==> src/hw/rtl/spfa_pkg.sv <==
// Package: shared constants, types and controller/datapath command structs.
`default_nettype none
package spfa_pkg;
  localparam int MaxNodes = 64;
  localparam int MaxEdges = 1024;
  localparam int NodeW = $clog2(MaxNodes);
  localparam int EdgeW = $clog2(MaxEdges);
  localparam int LinkW = $clog2(MaxEdges + 1);
  localparam int CntW = $clog2(MaxNodes + 1);
  localparam int WtW = 16;
  localparam int DistW = 32;
  localparam logic [DistW-1:0] DistInf = '1;

  localparam logic CfgNodeCount = 1'b0;
  localparam logic CfgStartNode = 1'b1;
  localparam logic ModeLoad = 1'b0;
  localparam logic ModeRun = 1'b1;

  typedef struct packed {
    logic [NodeW-1:0] dest;
    logic [LinkW-1:0] link;
    logic [WtW-1:0]   wt;
  } edge_t;

  typedef struct packed {
    logic load_head_rd;  // read head of src, capture load fields
    logic load_wr;       // write edge and head
    logic init_node;     // set distance of node idx to infinity, clear its mark
    logic seed;          // seed start node
    logic pop;           // pop fifo into u
    logic edge_rd;       // read dist/head of u, clear its mark
    logic relax_rd;      // read edge at link
    logic dest_rd;       // read dist of dest
    logic relax_wr;      // conditional update
    logic out_rd;        // read dist of idx for output
    logic clear_head;    // clear head idx
    logic clear_graph;   // reset count and flag
  } cmd_t;

  typedef struct packed {
    logic fifo_empty;
    logic link_zero;
    logic u_inf;
  } sts_t;
endpackage
`default_nettype wire

==> src/hw/rtl/spfa_ctrl.sv <==
// Controller: sequences loads, search, output and clearing.
`default_nettype none
module spfa_ctrl import spfa_pkg::*; (
  input  wire logic            clk_i,
  input  wire logic            rst_ni,
  input  wire logic            in_valid_i,
  input  wire logic            in_mode_i,
  output logic                 in_ready_o,
  output logic                 out_valid_o,
  input  wire logic            out_ready_i,
  output logic                 out_last_o,
  input  wire logic [CntW-1:0] n_i,
  input  wire logic [NodeW-1:0] start_i,
  input  wire sts_t            sts_i,
  output cmd_t                 cmd_o,
  output logic [NodeW-1:0]     idx_o,
  output logic [NodeW-1:0]     out_node_o
);
  typedef enum logic [3:0] {
    StIdle, StLoad, StInit, StSeed, StPop, StFetch, StCheck, StEdge, StDist, StRelax,
    StOutRd, StOutShow, StClear
  } state_e;
  state_e state_q;
  logic [NodeW-1:0] idx_q;
  logic             last;

  assign in_ready_o = (state_q == StIdle);
  assign idx_o = idx_q;
  assign last = ({1'b0, idx_q} == n_i - 1'b1);

  always_comb begin
    cmd_o = '0;
    case (state_q)
      StIdle:  cmd_o.load_head_rd = in_valid_i && in_mode_i == ModeLoad;
      StLoad:  cmd_o.load_wr = 1'b1;
      StInit:  cmd_o.init_node = 1'b1;
      StSeed:  cmd_o.seed = ({1'b0, start_i} < n_i);
      StPop:   cmd_o.pop = !sts_i.fifo_empty;
      StFetch: cmd_o.edge_rd = 1'b1;
      StEdge:  cmd_o.relax_rd = 1'b1;
      StDist:  cmd_o.dest_rd = 1'b1;
      StRelax: cmd_o.relax_wr = 1'b1;
      StOutRd: cmd_o.out_rd = 1'b1;
      StClear: begin
        cmd_o.clear_head = 1'b1;
        cmd_o.clear_graph = &idx_q;
      end
      default: ;
    endcase
  end

  always_ff @(posedge clk_i or negedge rst_ni) begin
    if (!rst_ni) begin
      state_q <= StClear; idx_q <= '0;
      out_valid_o <= 1'b0; out_last_o <= 1'b0; out_node_o <= '0;
    end else begin
      case (state_q)
        StIdle: if (in_valid_i) begin
          idx_q <= '0;
          state_q <= (in_mode_i == ModeRun) ? StInit : StLoad;
        end
        StLoad: state_q <= StIdle;
        StInit: begin
          idx_q <= idx_q + 1'b1;
          if (&idx_q) state_q <= StSeed;
        end
        StSeed: state_q <= StPop;
        StPop: state_q <= sts_i.fifo_empty ? StOutRd : StFetch;
        StFetch: state_q <= StCheck;
        StCheck: state_q <= (sts_i.u_inf || sts_i.link_zero) ? StPop : StEdge;
        StEdge: state_q <= StDist;
        StDist: state_q <= StRelax;
        StRelax: state_q <= sts_i.link_zero ? StPop : StEdge;
        StOutRd: begin
          out_valid_o <= 1'b1;
          out_node_o <= idx_q;
          out_last_o <= last || n_i == '0;
          state_q <= StOutShow;
        end
        StOutShow: if (out_ready_i) begin
          out_valid_o <= 1'b0;
          if (out_last_o) begin
            idx_q <= '0; state_q <= StClear;
          end else begin
            idx_q <= idx_q + 1'b1; state_q <= StOutRd;
          end
        end
        StClear: begin
          idx_q <= idx_q + 1'b1;
          if (&idx_q) state_q <= StIdle;
        end
        default: state_q <= StIdle;
      endcase
    end
  end
endmodule
`default_nettype wire

==> config.mk <==
export PLATFORM = sky130hd
export DESIGN_NAME = spfa_ctrl
export DESIGN_NICKNAME = d
export VERILOG_FILES = /design/src/hw/rtl/spfa_pkg.sv /design/src/hw/rtl/spfa_ctrl.sv
export SDC_FILE = /design/constraint.sdc
export NUM_CORES = 1
export LEC_CHECK = 0
export ABC_AREA = 1
export CAP_MARGIN = 20
export CORE_ASPECT_RATIO = 1.25
export CORE_UTILIZATION = 52
export DETAILED_ROUTE_END_ITERATION = 8
export DONT_BUFFER_PORTS = 1
export GPL_TIMING_DRIVEN = 0
export PLACE_DENSITY = 0.67
export SYNTH_ARGS = -nofsm -noshare
export SYNTH_HDL_FRONTEND = slang
export SYNTH_SLANG_ARGS = --single-unit
==> constraint.sdc <==
create_clock -name clk_i -period 4.2 [get_ports clk_i]
set_clock_uncertainty 0.05 [all_clocks]
set_input_delay 0.84 -clock clk_i [delete_from_list [all_inputs] [get_ports clk_i]]
set_output_delay 0.84 -clock clk_i [all_outputs]
set_load 0.01 [all_outputs]
==> results.md <==
- Root Buffer: clkbuf_4
- CTS tree: built
- Via count: 1492
- Fmax achieved: 372.7 MHz
- Grt ovf: 0
- Clock Latency Late Sink: 0.30 ns
- Syn_area_per_cell: 6.671 um^2
- DRT Wirelength: 3758 um
- Hold_buf cts: 0
- Worst slew margin: 0.7566
- Pins over their slew limit: 0
- Syn_nets: 274
- PortBufs: 0
- Worst min path class: in2async
- Final instance area: 1679 um^2
- Post-CTS Resized: 0
- Pin count of the biggest net entering global routing: 19
- Most common cell in the netlist: nand2_1
- Die height: 64.17 um
- Initial Utilization: 0.5459
- DR pass1 iterations: 4
- Die W: 51.74 um
- DRC Markers: 0
- Clock sink count: 18
- Worst slew pin tran: 0.3638 ns
- Global-route wire length before repair: 6389 um
- Final hold violation count: 0
- Post-Synth Adder-Cell Area: 0.09339
- Crit-path max cell delay: 0.56 ns
- Top FF cell, synth: dfrtp_1
- Worst hold margin: 0.1666 ns
- Simple-gate share of the synthesized area: 0.3634
- Dpl ws: 1.514 ns
- CTS max path bufs: 2
- Setup Crit Path Kind: reg2out
- #FFs+latches synth: 18
- Fin util: 0.5701
- Compound-gate portion of the synthesized area: 0.1346
- Total track usage: 0.2544
- Reg2reg end: state_q[1]$_DFFE_PN0P_
- Share of the synthesized area in the top cell type: 0.2490
- Run status: finished clean
- CTS H-Tree Depth: 1
- VDD IR max: 0.3254 mV
- Die area: 3320 um^2
- TritonCTS Buffers: 3
- Largest family of logic cells by synthesized area: simple AND/OR/NAND/NOR gates
- Tcrit/Tclk final: 0.6388
- Data arrival, critical path: 1.79 ns
- Final worst setup slack: 1.517 ns
- Maxcap violations: 0
- Synth warn: 0
- Inst Count DP: 277
- CORE AREA: 2945 um^2
- Layout Area Growth over Synthesis: 4.436%
- Number of inserted diodes: 0
- Ports: 48
- Synth Area in XOR/XNOR: 0.01089
- Rows: 22
- CP cell instances: inv_1 -> ha_1 -> nand3_2 -> buf_2 -> inv_1
- Critical path data required time: 3.31 ns
- Post-layout min period: 2.683 ns
- Fraction of layout cells with a size suffix above 1: 0.1184
- Crit path capture type: primary output
- Mux contribution to synthesized area: 0
- Top cells by area, synth: dfrtp_1 (25%), nand2_1 (14%), ha_1 (9.3%)
- Reg2reg start: state_q[2]$_DFFE_PN1P_
- Area leader, netlist: dfrtp_1
- RePlAce Congestion: 0.8500
- DR iter-0 viols: 14
- Vias per cell: 5.310
- Worst path slowest cell: dfstp_2
- Unrepaired setup endpoints after global routing: no
- Sequential-to-total area share from yosys stat: 0.2817
- Antenna violations before repair: 0
- Post-route insts no fill: 281
- Synth cell types: 30
- Routed len/inst: 13.37 um
- Top cell by count, worst path: inv_1
- Mapped Cells: 241
- Placement Cell Area: 1653 um^2
- HPWL after DPL: 3033 um
- Total design power: 0.8556 mW
- Final net count: 279
- Final setup fails: 0
- Setup_tns: 0 ns
- Clock slew at reported path FFs: 0.10 ns
- Leakage: 0.8996 nW
- Reg2reg path depth: 8
- Fraction of registers with async set/reset: 1.000
- EDFF count, synth: 0
- Crit path max fanout: 10
- Critical path launch point type: flip-flop
- Post-route ant nets: 0
- Flop2flop setup slack: 2.28 ns
- Post-CTS Setup Inserts: 0
- Synth cell count leaders: nand2_1 (60), inv_1 (39), nor2_1 (31), nand3_1 (23), dfrtp_1 (16)
- Vias in the first global route: 1465
- Netlist Area Pre-Place: 1608 um^2
- Pwr dens: 509.6 nW/um^2
power breakdown:
| part | switching (mW) | internal (mW) |
|---|---|---|
| logic | 0.322 | 0.152 |
| registers | 0.0667 | 0.225 |
| clock network | 0.0531 | 0.0370 |
| total | 0.442 | 0.414 |
routing by layer:
metal,track usage,vias to the layer above,routed length [um]
li1,-,782,-
met1,0.2965,672,1569
met2,0.4578,32,1979
met3,0.05000,6,150
met4,0.07095,0,59
met5,0,-,0
critical path, delay by kind of cell, from the launching register on:
kind / cells / cell delay (ns)
adders and majority gates: 1 / 0.29
buffers and inverters: 3 / 0.41
DFF: 1 / 0.56
and+or+nand+nor: 1 / 0.23
layout by cell type (no fill, tap or decap), types with 2 or more instances in the layout:
master	netlist	final
nand2_1	60	60
inv_1	39	39
nor2_1	31	31
nand3_1	23	23
dfrtp_1	16	16
ha_1	12	12
o21ai_0	10	10
o21ai_2	9	9
nand4_1	5	5
a21oi_1	5	5
nor3_1	5	5
nand3_2	3	3
nand2_2	3	3
clkbuf_4	0	3
inv_2	2	2
buf_2	2	2
dfstp_2	2	2
state kept, by name (all words and copies together), names as in the netlist:
register     count
idx_o            6
out_node_o       6
state_q          4
out_last_o       1
out_valid_o      1
cell families after synthesis:
logic type | Yosys count
and+or+nand+nor | 132
buffers and inverters | 45
AOI/OAI and AO/OA | 32
DFF | 18
adders and majority gates | 12
xor gates and xnor gates | 2
worst max path at each step:
stage	startpoint	end	slack (ns)
floorplan	n_i[4]	cmd_o[8]	1.57
global placement	n_i[4]	cmd_o[8]	1.52
CTS	state_q[2]$_DFFE_PN1P_	cmd_o[2]	1.48
global route	state_q[2]$_DFFE_PN1P_	cmd_o[2]	1.38
finish	state_q[2]$_DFFE_PN1P_	cmd_o[2]	1.52
detailed placement	n_i[4]	cmd_o[8]	1.51
area by class of cell:
type                    instances  area [um^2]
multi-input cells             178        968.4
clock buffers                   4        26.28
inverters                      42        165.2
plain buffers                   3        21.27
flip-flops and latches         18        452.9
fillers                       325         1266
well taps                      36        45.04
Power figures use the tool's default switching activity.
